===== config.mk =====
export PLATFORM = sky130hd
export DESIGN_NAME = spaceless_word_tokenizer_flat
export DESIGN_NICKNAME = d
export VERILOG_FILES = /design/src/sv/swt_pkg.sv /design/src/sv/swt_in_if.sv /design/src/sv/swt_out_if.sv /design/src/sv/spaceless_word_tokenizer.sv /design/src/flat_wrapper.sv
export SDC_FILE = /design/constraint.sdc
export NUM_CORES = 1
export LEC_CHECK = 0
export ABC_AREA = 1
export BUFFER_PORTS_ARGS = -buffer_cell sky130_fd_sc_hd__buf_2
export CAP_MARGIN = 25
export CORE_MARGIN = 2
export CORE_UTILIZATION = 35
export DETAILED_ROUTE_END_ITERATION = 10
export GPL_ROUTABILITY_DRIVEN = 0
export SYNTH_ARGS = -nofsm -noshare
export SYNTH_HDL_FRONTEND = slang
export SYNTH_SLANG_ARGS = --single-unit

===== constraint.sdc =====
create_clock -name i_clk -period 3.8 [get_ports i_clk]
set_input_delay 0 -clock i_clk [delete_from_list [all_inputs] [get_ports i_clk]]
set_output_delay 0 -clock i_clk [all_outputs]
set_load 0.03 [all_outputs]

===== src/sv/swt_pkg.sv =====
package swt_pkg;

    localparam int unsigned MAP_BITS       = 64;
    localparam int unsigned LEN_BITS       = 8;
    localparam int unsigned TOK_OFF_BITS   = 32;
    localparam int unsigned CFG_INDEX_BITS = 3;

    localparam logic [7:0] BLANK_BYTE = 8'h20;

    // configuration register indexes
    localparam logic [CFG_INDEX_BITS-1:0] CFG_MAP_LOW   = 3'd0;
    localparam logic [CFG_INDEX_BITS-1:0] CFG_MAP_MID   = 3'd1;
    localparam logic [CFG_INDEX_BITS-1:0] CFG_MAP_UPPER = 3'd2;
    localparam logic [CFG_INDEX_BITS-1:0] CFG_MAP_TOP   = 3'd3;
    localparam logic [CFG_INDEX_BITS-1:0] CFG_MAX_WORD  = 3'd4;
    localparam logic [CFG_INDEX_BITS-1:0] CFG_MAX_GAP   = 3'd5;

    // reset values: digits, ASCII letters, nothing above 127
    localparam logic [MAP_BITS-1:0] MAP_LOW_RST   = 64'h03FF_0000_0000_0000;
    localparam logic [MAP_BITS-1:0] MAP_MID_RST   = 64'h07FF_FFFE_07FF_FFFE;
    localparam logic [MAP_BITS-1:0] MAP_UPPER_RST = 64'h0;
    localparam logic [MAP_BITS-1:0] MAP_TOP_RST   = 64'h0;
    localparam logic [LEN_BITS-1:0] MAX_LEN_RST   = 8'd255;

    typedef enum logic [1:0] {
        MODE_IDLE  = 2'd0,
        MODE_WORD  = 2'd1,
        MODE_GAP   = 2'd2,
        MODE_BLANK = 2'd3
    } t_mode;

    typedef struct packed {
        logic [TOK_OFF_BITS-1:0] token_offset;
        logic [LEN_BITS-1:0]     token_length;
        logic                    is_word;
        logic                    closes_doc;
        logic                    last_of_run;
    } t_token;

endpackage


===== src/sv/swt_in_if.sv =====
interface swt_in_if;
    logic       valid;
    logic       ready;
    logic [7:0] text_byte;
    logic       doc_end;

    modport source (output valid, output text_byte, output doc_end, input ready);
    modport sink   (input valid, input text_byte, input doc_end, output ready);
endinterface


===== src/sv/swt_out_if.sv =====
interface swt_out_if;
    logic        valid;
    logic        ready;
    logic [31:0] token_offset;
    logic [7:0]  token_length;
    logic        is_word;
    logic        closes_doc;
    logic        last_of_run;

    modport source (output valid, output token_offset, output token_length,
                    output is_word, output closes_doc, output last_of_run,
                    input ready);
    modport sink   (input valid, input token_offset, input token_length,
                    input is_word, input closes_doc, input last_of_run,
                    output ready);
endinterface


===== src/sv/spaceless_word_tokenizer.sv =====
// Channel | Dir | Beat contents                                         | Handshake
// i_in    | in  | text_byte, doc_end                                    | valid/ready
// o_out   | out | token_offset, token_length, is_word, closes_doc,      | valid/ready
//         |     | last_of_run                                           |
// i_cfg_* | in  | register index, 64-bit write data                     | write enable only
//
// Each byte is classified and the scan state updated in the cycle it is taken; its
// tokens (zero, one or two) land in a two-slot result register the next cycle.
// A byte giving at most one token keeps one byte per cycle while output is ready;
// a byte giving two tokens holds the input until the first of them is taken.
// Reset (synchronous, active low) restores the class map and limits, empties the
// result slots and returns the scanner to idle at offset zero.
// A token left waiting on a stalled output blocks new bytes until it is taken.
module spaceless_word_tokenizer #(
    parameter int unsigned OFFSET_BITS = 32
) (
    input  logic                              i_clk,
    input  logic                              i_rst_n,
    swt_in_if.sink                            i_in,
    swt_out_if.source                         o_out,
    input  logic                              i_cfg_wr_en,
    input  logic [swt_pkg::CFG_INDEX_BITS-1:0] i_cfg_index,
    input  logic [swt_pkg::MAP_BITS-1:0]       i_cfg_wdata
);
    import swt_pkg::*;

    // configuration
    logic [MAP_BITS-1:0] r_map_low, r_map_mid, r_map_upper, r_map_top;
    logic [LEN_BITS-1:0] r_max_word, r_max_gap;

    // scan state
    t_mode                  r_mode, n_mode;
    logic [LEN_BITS-1:0]    r_len, n_len;
    logic [OFFSET_BITS-1:0] r_off, n_off;
    logic [OFFSET_BITS-1:0] r_pos, n_pos;

    // result slots
    logic [1:0] r_cnt, n_cnt;
    t_token     r_slot0, r_slot1, n_slot0, n_slot1;

    logic                in_fire, out_fire;
    logic [255:0]        class_map;
    logic                cls, not_blank;
    logic [LEN_BITS-1:0] lim_word, lim_gap, len_inc;
    logic                ot_emit;
    t_mode               ot_mode;
    t_mode               m_mode;
    logic [LEN_BITS-1:0] m_len;
    logic [OFFSET_BITS-1:0] m_off;
    logic                a_v, b_v, c_v;
    t_token              tok_a, tok_b, tok_c;
    logic [1:0]          new_cnt;

    always_ff @(posedge i_clk) begin
        if (!i_rst_n) begin
            r_map_low   <= MAP_LOW_RST;
            r_map_mid   <= MAP_MID_RST;
            r_map_upper <= MAP_UPPER_RST;
            r_map_top   <= MAP_TOP_RST;
            r_max_word  <= MAX_LEN_RST;
            r_max_gap   <= MAX_LEN_RST;
        end else if (i_cfg_wr_en) begin
            case (i_cfg_index)
                CFG_MAP_LOW:   r_map_low   <= i_cfg_wdata;
                CFG_MAP_MID:   r_map_mid   <= i_cfg_wdata;
                CFG_MAP_UPPER: r_map_upper <= i_cfg_wdata;
                CFG_MAP_TOP:   r_map_top   <= i_cfg_wdata;
                CFG_MAX_WORD:  r_max_word  <= i_cfg_wdata[LEN_BITS-1:0];
                CFG_MAX_GAP:   r_max_gap   <= i_cfg_wdata[LEN_BITS-1:0];
                default: ;
            endcase
        end
    end

    assign class_map = {r_map_top, r_map_upper, r_map_mid, r_map_low};
    assign cls       = class_map[i_in.text_byte];
    assign not_blank = (i_in.text_byte != BLANK_BYTE);
    // a zero limit behaves as one
    assign lim_word  = (r_max_word == '0) ? LEN_BITS'(1) : r_max_word;
    assign lim_gap   = (r_max_gap == '0) ? LEN_BITS'(1) : r_max_gap;
    assign len_inc   = r_len + LEN_BITS'(1);

    // a token opened by this byte from idle
    always_comb begin
        if (cls) begin
            ot_emit = (lim_word == LEN_BITS'(1));
            ot_mode = ot_emit ? MODE_IDLE : MODE_WORD;
        end else if (not_blank) begin
            ot_emit = (lim_gap == LEN_BITS'(1));
            ot_mode = ot_emit ? MODE_IDLE : MODE_GAP;
        end else begin
            ot_emit = 1'b0;
            ot_mode = MODE_BLANK;
        end
    end

    // next scan state, before the document-end override
    always_comb begin
        m_mode = ot_mode;
        m_len  = (ot_mode == MODE_IDLE) ? '0 : LEN_BITS'(1);
        m_off  = (ot_mode == MODE_IDLE) ? '0 : r_pos;
        case (r_mode)
            MODE_WORD: begin
                if (cls) begin
                    if (len_inc >= lim_word) begin
                        m_mode = MODE_IDLE;
                        m_len  = '0;
                        m_off  = '0;
                    end else begin
                        m_mode = MODE_WORD;
                        m_len  = len_inc;
                        m_off  = r_off;
                    end
                end
            end
            MODE_GAP: begin
                if (!cls) begin
                    if (len_inc >= lim_gap) begin
                        m_mode = MODE_IDLE;
                        m_len  = '0;
                        m_off  = '0;
                    end else begin
                        m_mode = MODE_GAP;
                        m_len  = len_inc;
                        m_off  = r_off;
                    end
                end
            end
            MODE_BLANK: begin
                // blank then separator byte: blank joins the separator
                if (!cls && lim_gap > LEN_BITS'(1)) begin
                    if (lim_gap <= LEN_BITS'(2)) begin
                        m_mode = MODE_IDLE;
                        m_len  = '0;
                        m_off  = '0;
                    end else begin
                        m_mode = MODE_GAP;
                        m_len  = LEN_BITS'(2);
                        m_off  = r_off;
                    end
                end
            end
            default: ;
        endcase
    end

    always_comb begin
        if (i_in.doc_end) begin
            n_mode = MODE_IDLE;
            n_len  = '0;
            n_off  = '0;
            n_pos  = '0;
        end else begin
            n_mode = m_mode;
            n_len  = m_len;
            n_off  = m_off;
            n_pos  = (r_pos != '1) ? r_pos + OFFSET_BITS'(1) : r_pos;
        end
    end

    // tokens: a closes the open run, b is a token opened and cut at once,
    // c flushes whatever is open at document end
    always_comb begin
        a_v   = 1'b0;
        b_v   = 1'b0;
        tok_a = '{token_offset: TOK_OFF_BITS'(r_off), token_length: r_len,
                  is_word: 1'b0, closes_doc: 1'b0, last_of_run: 1'b0};
        tok_b = '{token_offset: TOK_OFF_BITS'(r_pos), token_length: LEN_BITS'(1),
                  is_word: cls, closes_doc: 1'b0, last_of_run: 1'b0};
        case (r_mode)
            MODE_WORD: begin
                tok_a.is_word = 1'b1;
                if (cls) begin
                    a_v                = (len_inc >= lim_word);
                    tok_a.token_length = len_inc;
                end else begin
                    a_v = 1'b1;
                    b_v = ot_emit;
                end
            end
            MODE_GAP: begin
                if (!cls) begin
                    a_v                = (len_inc >= lim_gap);
                    tok_a.token_length = len_inc;
                end else begin
                    a_v = 1'b1;
                    b_v = ot_emit;
                end
            end
            MODE_BLANK: begin
                if (cls) begin
                    b_v = ot_emit;
                end else if (lim_gap == LEN_BITS'(1)) begin
                    a_v                = 1'b1;
                    tok_a.token_length = LEN_BITS'(1);
                    b_v                = ot_emit;
                end else begin
                    a_v                = (lim_gap <= LEN_BITS'(2));
                    tok_a.token_length = LEN_BITS'(2);
                end
            end
            default: b_v = ot_emit;
        endcase

        c_v   = i_in.doc_end && (m_mode != MODE_IDLE);
        tok_c = '{token_offset: TOK_OFF_BITS'(m_off),
                  token_length: (m_mode == MODE_BLANK) ? LEN_BITS'(1) : m_len,
                  is_word: (m_mode == MODE_WORD), closes_doc: 1'b0, last_of_run: 1'b0};
    end

    assign new_cnt = 2'(a_v) + 2'(b_v) + 2'(c_v);

    assign in_fire    = i_in.valid && i_in.ready;
    assign out_fire   = o_out.valid && o_out.ready;
    assign i_in.ready = (r_cnt == 2'd0) || (r_cnt == 2'd1 && o_out.ready);

    always_comb begin
        n_cnt   = r_cnt;
        n_slot0 = r_slot0;
        n_slot1 = r_slot1;
        if (in_fire) begin
            n_cnt   = new_cnt;
            n_slot0 = a_v ? tok_a : (b_v ? tok_b : tok_c);
            n_slot1 = a_v ? (b_v ? tok_b : tok_c) : tok_c;
            if (new_cnt == 2'd1) begin
                n_slot0.last_of_run = 1'b1;
                n_slot0.closes_doc  = i_in.doc_end;
            end
            n_slot1.last_of_run = 1'b1;
            n_slot1.closes_doc  = i_in.doc_end;
        end else if (out_fire) begin
            n_cnt   = r_cnt - 2'd1;
            n_slot0 = r_slot1;
        end
    end

    always_ff @(posedge i_clk) begin
        if (!i_rst_n) begin
            r_mode <= MODE_IDLE;
            r_len  <= '0;
            r_off  <= '0;
            r_pos  <= '0;
            r_cnt  <= 2'd0;
        end else begin
            r_cnt <= n_cnt;
            if (in_fire) begin
                r_mode <= n_mode;
                r_len  <= n_len;
                r_off  <= n_off;
                r_pos  <= n_pos;
            end
        end
    end

    always_ff @(posedge i_clk) begin
        r_slot0 <= n_slot0;
        r_slot1 <= n_slot1;
    end

    assign o_out.valid        = (r_cnt != 2'd0);
    assign o_out.token_offset = r_slot0.token_offset;
    assign o_out.token_length = r_slot0.token_length;
    assign o_out.is_word      = r_slot0.is_word;
    assign o_out.closes_doc   = r_slot0.closes_doc;
    assign o_out.last_of_run  = r_slot0.last_of_run;

endmodule


===== src/flat_wrapper.sv =====
// flat-port wrapper written by rule: the top's interface ports become plain ports
module spaceless_word_tokenizer_flat import swt_pkg::*;
#(
    parameter int unsigned OFFSET_BITS = 32
)
  (i_clk, i_rst_n, i_cfg_wr_en, i_cfg_index, i_cfg_wdata, i_in_valid, i_in_text_byte, i_in_doc_end, i_in_ready, o_out_valid, o_out_token_offset, o_out_token_length, o_out_is_word, o_out_closes_doc, o_out_last_of_run, o_out_ready);
  swt_in_if i_in_i ();
  swt_out_if o_out_i ();
  input  logic i_clk;
  input  logic i_rst_n;
  input  logic i_cfg_wr_en;
  input  logic [swt_pkg::CFG_INDEX_BITS-1:0] i_cfg_index;
  input  logic [swt_pkg::MAP_BITS-1:0] i_cfg_wdata;
  input wire logic [$bits(i_in_i.valid)-1:0] i_in_valid;
  input wire logic [$bits(i_in_i.text_byte)-1:0] i_in_text_byte;
  input wire logic [$bits(i_in_i.doc_end)-1:0] i_in_doc_end;
  output wire logic [$bits(i_in_i.ready)-1:0] i_in_ready;
  output wire logic [$bits(o_out_i.valid)-1:0] o_out_valid;
  output wire logic [$bits(o_out_i.token_offset)-1:0] o_out_token_offset;
  output wire logic [$bits(o_out_i.token_length)-1:0] o_out_token_length;
  output wire logic [$bits(o_out_i.is_word)-1:0] o_out_is_word;
  output wire logic [$bits(o_out_i.closes_doc)-1:0] o_out_closes_doc;
  output wire logic [$bits(o_out_i.last_of_run)-1:0] o_out_last_of_run;
  input wire logic [$bits(o_out_i.ready)-1:0] o_out_ready;
  assign i_in_i.valid = i_in_valid;
  assign i_in_i.text_byte = i_in_text_byte;
  assign i_in_i.doc_end = i_in_doc_end;
  assign i_in_ready = i_in_i.ready;
  assign o_out_valid = o_out_i.valid;
  assign o_out_token_offset = o_out_i.token_offset;
  assign o_out_token_length = o_out_i.token_length;
  assign o_out_is_word = o_out_i.is_word;
  assign o_out_closes_doc = o_out_i.closes_doc;
  assign o_out_last_of_run = o_out_i.last_of_run;
  assign o_out_i.ready = o_out_ready;
  spaceless_word_tokenizer #(.OFFSET_BITS(OFFSET_BITS)) u_core (.i_clk(i_clk), .i_rst_n(i_rst_n), .i_in(i_in_i), .o_out(o_out_i), .i_cfg_wr_en(i_cfg_wr_en), .i_cfg_index(i_cfg_index), .i_cfg_wdata(i_cfg_wdata));
endmodule

; Yosys cells after proc, flatten, opt, wreduce, memory -nomap -nowiden
; Index checks and enable logic that the tools add are counted.
[totals]
register_bits = 433
output_inout_bits = 45
[op_classes]
n_eq_ne = 16
n_lt_le_gt_ge = 5
n_mux = 63
add_sub_neg = 5
n_reduce_logical = 23
[ops]
columns = op, n
row1 = 32-bit two-way mux, 10
row2 = 43-bit two-way mux, 5
row3 = 8-bit two-way mux, 12
row4 = 32-bit one-hot mux with 3 select lines, 1
row5 = 8-bit one-hot mux with 3 select lines, 2
row6 = "32-bit by 1-bit adder with 32-bit output, second input constant", 1
row7 = "32-bit inequality test, second input constant", 1
row8 = 2-bit two-way mux, 14
row9 = "8-bit by 1-bit equality test with 1-bit output, second input constant", 2
row10 = 8-bit greater-or-equal comparator, 2
row11 = 8-bit logical NOT, 2
row12 = 1-bit two-way mux, 15
row13 = 2-bit AND reduction, 7
row14 = "8-bit by 9-bit < comparator with 1-bit output, second input constant", 1
row15 = "8-bit by 1-bit adder with 8-bit output, second input constant", 1
row16 = 1-bit binary-select mux with 8-bit select, 1
row17 = "2-bit by 1-bit equality test with 1-bit output, second input constant", 4
row18 = "8-bit by 1-bit greater-than comparator with 1-bit output, second input constant", 1
row19 = "8-bit by 2-bit <= comparator with 1-bit output, second input constant", 1
row20 = "8-bit by 6-bit inequality test with 1-bit output, second input constant", 1
row21 = 2-bit nonzero test, 4
row22 = "2-bit equality test, second input constant", 3
row23 = "3-bit by 2-bit equality test with 1-bit output, second input constant", 2
row24 = "3-bit equality test, second input constant", 2
row25 = other kinds (11), 17

; Longest topological paths before layout
; Gate-level depths: netlist of run 1.
[depth]
depth_word = 15
depth_mapped = 27
ltp_nobuf = 23

; Worst setup path before layout of run 1
; No wires, ideal clock.
[synth_path]
kind = register to register
start = register u_core.r_len[0]
end = register u_core.r_cnt[0]
path_slack_ps = 152
path_stages_with_launch = 22
n_path_buf = 2
arrival_time_ps = 3525
cell_sequence = dfxtp_1 inv_1 nor3_1 nand3_1 nor2_1 nand2_1 xor2_1 inv_1 ha_1 nand2_1 nor2_1 nand4_1 and3_1 inv_1 o21ai_1 nand3_2 inv_2 buf_4 buf_2 fa_1 o21ai_0 o221a_2
[synth_between]
elab_chain_cells = 9
[synth_lines]
columns = element, line_no
row1 = from (decl), spaceless_word_tokenizer.sv:33  ; logic [LEN_BITS-1:0] r_len, n_len;
row2 = from (signal assigned), spaceless_word_tokenizer.sv:248  ; r_len <= n_len;
row3 = 8-bit by 1-bit adder with 8-bit output (*), spaceless_word_tokenizer.sv:81  ; assign len_inc = r_len + LEN_BITS'(1);
row4 = "8-bit greater-or-equal comparator, on equally long branches", n/a
row5 = 1-bit two-way mux / 2-bit two-way mux (equally long branches), "spaceless_word_tokenizer.sv:105, spaceless_word_tokenizer.sv:118"
row6 = "2-bit two-way mux, on equally long branches", "spaceless_word_tokenizer.sv:104, spaceless_word_tokenizer.sv:117"
row7 = 2-bit one-hot mux with 3 select lines, spaceless_word_tokenizer.sv:102  ; case (r_mode)
row8 = 2-bit nonzero test, spaceless_word_tokenizer.sv:205  ; c_v = i_in.doc_end && (m_mode != MODE_IDLE);
row9 = 1-bit logical AND, spaceless_word_tokenizer.sv:205
row10 = 2-bit by 1-bit adder with 2-bit output (*), spaceless_word_tokenizer.sv:211  ; assign new_cnt = 2'(a_v) + 2'(b_v) + 2'(c_v);
row11 = 2-bit two-way mux (*), spaceless_word_tokenizer.sv:221  ; if (in_fire) begin
row12 = to (signal assigned), spaceless_word_tokenizer.sv:245  ; r_cnt <= n_cnt;
row13 = to (decl), spaceless_word_tokenizer.sv:38  ; logic [1:0] r_cnt, n_cnt;
; Every way passes the cells marked *; elsewhere a longest branch is shown, timed or not.
; A chain may end at the register's enable or synchronous reset.

==> results of run 1 <==
==> worst max-delay path by stage <==
stage / startpoint / to / slack [ns] / cells past startpoint
floorplan: u_core.r_len[0] / u_core.r_cnt[0] / 0.15 / 21
global route: u_core.r_len[0] / u_core.o_out.closes_doc / -0.03 / 21
CTS: u_core.r_len[0] / u_core.o_out.closes_doc / 0.04 / 21
finish: u_core.r_len[0] / u_core.o_out.closes_doc / 0.34 / 21
global placement: u_core.r_len[0] / u_core.o_out.closes_doc / 0.13 / 21
detailed placement: u_core.r_len[0] / u_core.o_out.closes_doc / 0.13 / 21
==> per-stage QoR <==
| stage | TNS (ns) | hold WS (ns) | instances | total power, mW |
|---|---|---|---|---|
| after floorplan | 0 | 0.0989 | 2927 | 7.29 |
| after global placement | 0 | 0.273 | 3691 | 8.18 |
| after detailed placement | 0 | 0.277 | 3691 | 8.18 |
| after CTS | 0 | 0.00666 | 3857 | 13.3 |
| after global routing | -0.0302 | 0.0620 | 3861 | 13.8 |
| final | 0 | 0.0415 | 3861 | 13.2 |
==> sequential cells by signal (all words and copies together), names as in the netlist, 32 cells and up <==
name / flops
u_core.o_out.token_offset: 32
u_core.r_map_mid: 64
u_core.r_map_top: 64
u_core.r_pos: 32
u_core.r_slot1: 42
u_core.r_map_upper: 64
u_core.r_map_low: 64
u_core.r_off: 32
==> critical path: cells and delay by family (launching register included) <==
kind | cells | cell delay, ns
compound gates | 4 | 0.46
xor+xnor | 1 | 0.16
fa+ha+maj | 3 | 1.01
buf+inv | 2 | 0.25
flops | 1 | 0.32
simple gates | 11 | 0.97
==> metal layers <==
metal / global-route usage / share of wire / up-vias
met5: 0 / 0.00058 / -
met4: 0.0426 / 0.014 / 6
met3: 0.0301 / 0.053 / 63
met2: 0.310 / 0.44 / 425
met1: 0.287 / 0.49 / 8960
li1: - / - / 9855
==> what timing repair did <==
action / CTS / global route
resized for setup: 0 / 9
hold buffers: 72 / 0
setup buffers: 0 / 1
endpoints found under the setup margin: 0 / 95
hold endpoints to repair: 281 / 0
==> cell usage after synthesis (2+ instances only) <==
cell,count
nand2_1,693
nand4_1,12
edfxtp_1,85
o211ai_1,83
a21oi_1,214
dfxtp_1,348
buf_2,32
nor3_1,26
nand3_1,186
buf_1,2
buf_4,17
a31oi_1,5
ha_1,20
and3_1,4
inv_1,193
o22ai_1,6
a211oi_1,2
o21ai_1,18
inv_2,7
nor4_1,11
or2_2,2
o21ai_0,272
buf_6,7
clkbuf_1,126
nor2_1,518
clkinv_1,3
nor2_2,2
nand3_2,3
xor2_1,8
o21a_1,3
nand2_2,4
==> final cells by class <==
cell class                 instances  share of cell area
antenna                            2            0.000204
clock buffer                      74              0.0589
clock inverter                    20              0.0110
sequential                       433               0.388
multi-input combinational       2106               0.393
tap                              773              0.0395
inverter                         204              0.0313
timing repair buffer             249              0.0771
==> power groups by stage <==
stage / clock network, mW / logic [mW] / registers, mW
finish: 5.01 / 2.65 / 5.50
global route: 5.29 / 2.92 / 5.56
CTS: 5.12 / 2.64 / 5.52
detailed placement: 0 / 2.58 / 5.61
global placement: 0 / 2.57 / 5.61
floorplan: 0 / 1.23 / 6.06
==> kinds of logic after synthesis <==
family                     Yosys count  synth area share
and+or+nand+nor                   1464             0.284
buffers and inverters              388            0.0780
AOI/OAI and AO/OA                  612             0.161
DFF                                433             0.460
adders and majority gates           21            0.0131
xor gates and xnor gates             9           0.00381
==> impl_metrics.tcl, run 1 <==
set metrics [dict create \
    status "finished, final reports clean" \
    syn_nets 3029 \
    swShare 0.314 \
    drc 0 \
    worstPathRequired_ns 4.09 \
    via_per_inst 5.00 \
    grt-ovfl-total 0 \
    synth_area_leader_cell "dfxtp_1" \
    die_area_um2 61100 \
    p_switching_mw 4.13 \
    cts.sinks 433 \
    skew_ns 0.0532 \
    pwr-share-clk 0.381 \
    grtUsageTotal 0.198 \
    num_rows 89 \
    reg2regPathDepth 21 \
    ys_types 46 \
    final_common_cell "nand2_1" \
    arrival_ns 3.75 \
    boundaryPins 126 \
    fp.dieH_um 247 \
    cts_buffers 51 \
    p_int_mw 9.03 \
    dp.final_hpwl_um 38200 \
    synth_edf_count 85 \
    fp.coreArea_um2 58800 \
    num_vias 19300 \
    netlist.area_leader.share 0.337 \
    dp_slack_ns 0.129 \
    grt_pass1_wl_um 98300 \
    critPathMaxStageDelay_ns 0.53 \
    comb_power_share 0.201 \
    start_util 0.352 \
    endpoint_kind "flip-flop" \
    ys_seq_elements 433 \
    crit_chain "buf_4 -> ha_1 -> nand3_1 -> nor2_1 -> nand2_1 -> xor2_2 -> inv_1 -> ha_1 -> nand2_1 -> nor2_1 -> nand4_1 -> o2111a_1 -> nand3_2 -> nand2_1 -> nor2_1 -> nand2_1 -> o21ai_2 -> fa_1 -> o21ai_2 -> o21ai_0 -> nor2_1" \
    power_density_nw_per_um2 537 \
    grt_setup_unrepaired "yes" \
    syn_to_final_growth_pct 18.4 \
    ys.flop_type "dfxtp_1" \
    clk_pin_slew_worst_paths_ns 0.06 \
    setup_slack_ns 0.341 \
    synth_area_um2 20700 \
    syn_area_per_cell_um2 7.07 \
    cts_tree "done" \
    tightest_slew_ns 1.04 \
    hold_viol 0 \
    finalCriticalPeriod_ns 3.46 \
    drt_iter0_markers 1469 \
    hold_class "in -> reg" \
    hold_depth 5 \
    die_w_um 247 \
    ant_nets 0 \
    stdcell_area_um2 24500 \
    antenna_found_initial 6 \
    routed_wl_um 60800 \
    layout-drive-gt1-share 0.0953 \
    clockBufferDepth 3 \
    netlist_top_cells_area "dfxtp_1, nand2_1, edfxtp_1" \
    min_period_over_period 0.910 \
    holdPathEnd "u_core.r_off[30]" \
    power_frac_seq 0.418 \
    cap_violations 0 \
    slew_viol_final 0 \
    hold_start "i_in_valid" \
    ff_latch_area_um2 9520 \
    yosysWarnings 0 \
    cts_root_buffer "clkbuf_16" \
    grt_pass1_vias 18000 \
    dr.pass1.iters 5 \
    placed_cell_area_um2 22000 \
    htree_levels 2 \
    path_class "reg -> reg" \
    max_slew_margin 0.310 \
    ys_seq_area_frac 0.460 \
    syn_inst 2927 \
    async_flop_share 0 \
    r2r_slack_ns 0.34 \
    final_cell_mix "nand2_1, nor2_1, dfxtp_1" \
    r2r_end "u_core.o_out.closes_doc" \
    fin_util 0.417 \
    ir_drop_mv 0.573 \
    fmax_ghz 0.289 \
    grt_max_degree 110 \
    start_kind "flip-flop" \
    nets 3147 \
    setup_viol 0 \
    cp_max_fo 6 \
    multi_input_area_um2 9640 \
    clock_latency_ns 0.62 \
    wl_per_cell_um 15.7 \
    total_leakage_power_nw 10.5 \
    rr_startpoint "u_core.r_len[0]" \
    port_buffers 125 \
    cp_slowest_cell "fa_1" \
    fillers 6104 \
]
(Power assumes the default switching activity.)
==> run 2, diff against run 1 <==
==> constraint.sdc (replaced) <==
create_clock -name i_clk -period 3.8 [get_ports i_clk]
set_input_delay 0.57 -clock i_clk [delete_from_list [all_inputs] [get_ports i_clk]]
set_output_delay 0.57 -clock i_clk [all_outputs]
set_load 0.03 [all_outputs]
==> run 2 against run 1 <==
  * Cell count fell by 1.5%
  * Sequential power barely moved
  * Count of clock-buffer cells in the layout fell by 7
  * Critical endpoint unchanged
  * Sequential share of layout area rose by 0.98 points
  * Register-to-register slack barely moved
  * Die area did not move
  * Highest routed layer unchanged
  * Global-route usage fell by 0.071 points
  * Hold slack improved by 0.20 ns
  * Non-clock buffer count fell by 42
  * Setup slack improved by 0.0099 ns
  * Fmax rose by 0.29%
  * Cell area fell by 2.5%
==> impl_metrics.tcl, run 2 (synthesis gave the netlist of run 1 again) <==
set metrics [dict create \
    drc 0 \
    path_class "reg -> reg" \
    clock_latency_ns 0.60 \
    ir_drop_mv 0.552 \
    r2r_slack_ns 0.35 \
    grt_max_degree 222 \
    cts_root_buffer "clkbuf_16" \
    r2r_end "u_core.o_out.closes_doc" \
    p_total_mw 12.8 \
    ant_nets 0 \
    rr_startpoint "u_core.r_len[0]" \
    die_w_um 247 \
    worstPathRequired_ns 4.11 \
    routed_wl_um 61100 \
    drt_iter0_markers 1578 \
    htree_levels 2 \
    fmax_ghz 0.290 \
    arrival_ns 3.76 \
    slew_viol_final 0 \
    finalSetupTns_ns 0 \
    total_leakage_power_nw 10.3 \
    status "finished, final reports clean" \
    power_density_nw_per_um2 534 \
    boundaryPins 126 \
    dp.final_hpwl_um 39300 \
    port_buffers 125 \
    fp.coreArea_um2 58800 \
    crit_end "u_core.o_out.closes_doc" \
    antenna_found_initial 11 \
    via_per_inst 5.02 \
    finalCriticalPeriod_ns 3.45 \
    cts.sinks 433 \
    start_util 0.352 \
    wl_per_cell_um 16.1 \
    cp_max_fo 6 \
    min_period_over_period 0.908 \
    num_rows 89 \
    cts_buffers 48 \
    syn_to_final_growth_pct 15.5 \
    tightest_slew_ns 1.03 \
    final_common_cell "nand2_1" \
    grt-ovfl-total 0 \
    endpoint_kind "flip-flop" \
    fillers 6177 \
    cap_violations 0 \
    grtUsageTotal 0.198 \
    die_area_um2 61100 \
    dr.pass1.iters 7 \
    grt_pass1_wl_um 97400 \
    clk_pin_slew_worst_paths_ns 0.06 \
    layout-drive-gt1-share 0.103 \
    num_vias 19100 \
    nets 3102 \
    hold_class "in -> reg" \
    skew_ns 0.0246 \
    cts_tree "done" \
    start_kind "flip-flop" \
    post_cts_buffers 0 \
    reg2regPathDepth 20 \
    hold_viol 0 \
    grt_setup_unrepaired "no" \
    fp.dieH_um 247 \
    clockBufferDepth 3 \
    final_cell_mix "nand2_1, nor2_1, dfxtp_1" \
    max_slew_margin 0.314 \
    setup_viol 0 \
    crit_start "u_core.r_len[0]" \
    grt_pass1_vias 17800 \
]
[run 2: changes by cell type in the layout (fill, tap and decap cells not counted), moves of 3 or more]
cell           change
buf_12             +8
buf_4             +23
clkbuf_16          -4
clkinv_2           -6
dlygate4sd3_1     -72
o21ai_1            +3
[run 2: report_power, final]
| part | internal [mW] | switching (mW) | total (mW) |
|---|---|---|---|
| clock network | 2.69 | 1.92 | 4.61 |
| registers | 5.32 | 0.174 | 5.49 |
| logic | 0.728 | 1.93 | 2.65 |
| total | 8.74 | 4.02 | 12.8 |
[run 2: worst min path at each step]
| stage | start | end | depth (start not counted) |
|---|---|---|---|
| 2_1_floorplan | u_core.r_map_low[50] | u_core.r_map_low[50] | 2 |
| 3_3_place_gp | u_core.r_map_mid[7] | u_core.r_map_mid[7] | 2 |
| 3_5_place_dp | u_core.r_map_mid[44] | u_core.r_map_mid[44] | 2 |
| 4_1_cts | i_cfg_wdata[54] | u_core.r_map_mid[54] | 3 |
| 5_1_grt | i_cfg_wdata[57] | u_core.r_map_low[57] | 3 |
| 6_report | i_cfg_wdata[53] | u_core.r_map_mid[53] | 3 |
[run 2: repair_timing]
| action | 4_1_cts | 5_1_grt |
|---|---|---|
| hold buffers | 0 | 0 |
| endpoints found under the setup margin | 0 | 7 |
| resized for setup | 0 | 10 |
[run 2: layer usage]
metal	vias to the layer above	GRT usage	routed length (µm)
met1	8866	0.279	29800
met3	94	0.0351	3180
met4	18	0.0472	1100
met5	-	0	120
li1	9741	-	-
met2	394	0.312	26900
[run 2: cell type report]
type	instances	area [µm²]	share of cell area
antenna	3	7.51	0.000314
clock buffer	67	1320	0.0553
timing repair buffer	207	1480	0.0617
multi-input combinational	2106	9650	0.404
tap	773	967	0.0405
sequential	433	9520	0.398
clock inverter	12	198	0.00827
inverter	204	768	0.0321
[run 2: worst max-delay path, stage by stage, from the launching register on]
cell      delay (ns)
dfxtp_1         0.33
buf_4           0.15
ha_1            0.18
nand3_1         0.12
nor2_1          0.10
nand2_1         0.08
xor2_2          0.16
inv_1           0.08
ha_1            0.28
nand2_1         0.06
nor2_1          0.15
nand4_1         0.09
o2111a_1        0.17
nand2_1         0.09
nand2_1         0.07
nand3_2         0.14
inv_2           0.08
fa_1            0.56
o21ai_1         0.08
o21ai_1         0.13
nor2_1          0.06
[run 2: per-stage QoR]
| step | instances | utilization | area, µm² | hold slack (ns) | worst slack, ns |
|---|---|---|---|---|---|
| 2_1_floorplan | 2927 | - | 20700 | 0.424 | 0.152 |
| 3_3_place_gp | 3723 | 0.380 | 22300 | 0.440 | 0.0136 |
| 3_5_place_dp | 3723 | 0.380 | 22300 | 0.444 | 0.0249 |
| 4_1_cts | 3802 | 0.406 | 23900 | 0.209 | 0.149 |
| 5_1_grt | 3804 | 0.407 | 23900 | 0.240 | 0.00960 |
| 6_report | 3805 | 0.407 | 23900 | 0.238 | 0.351 |
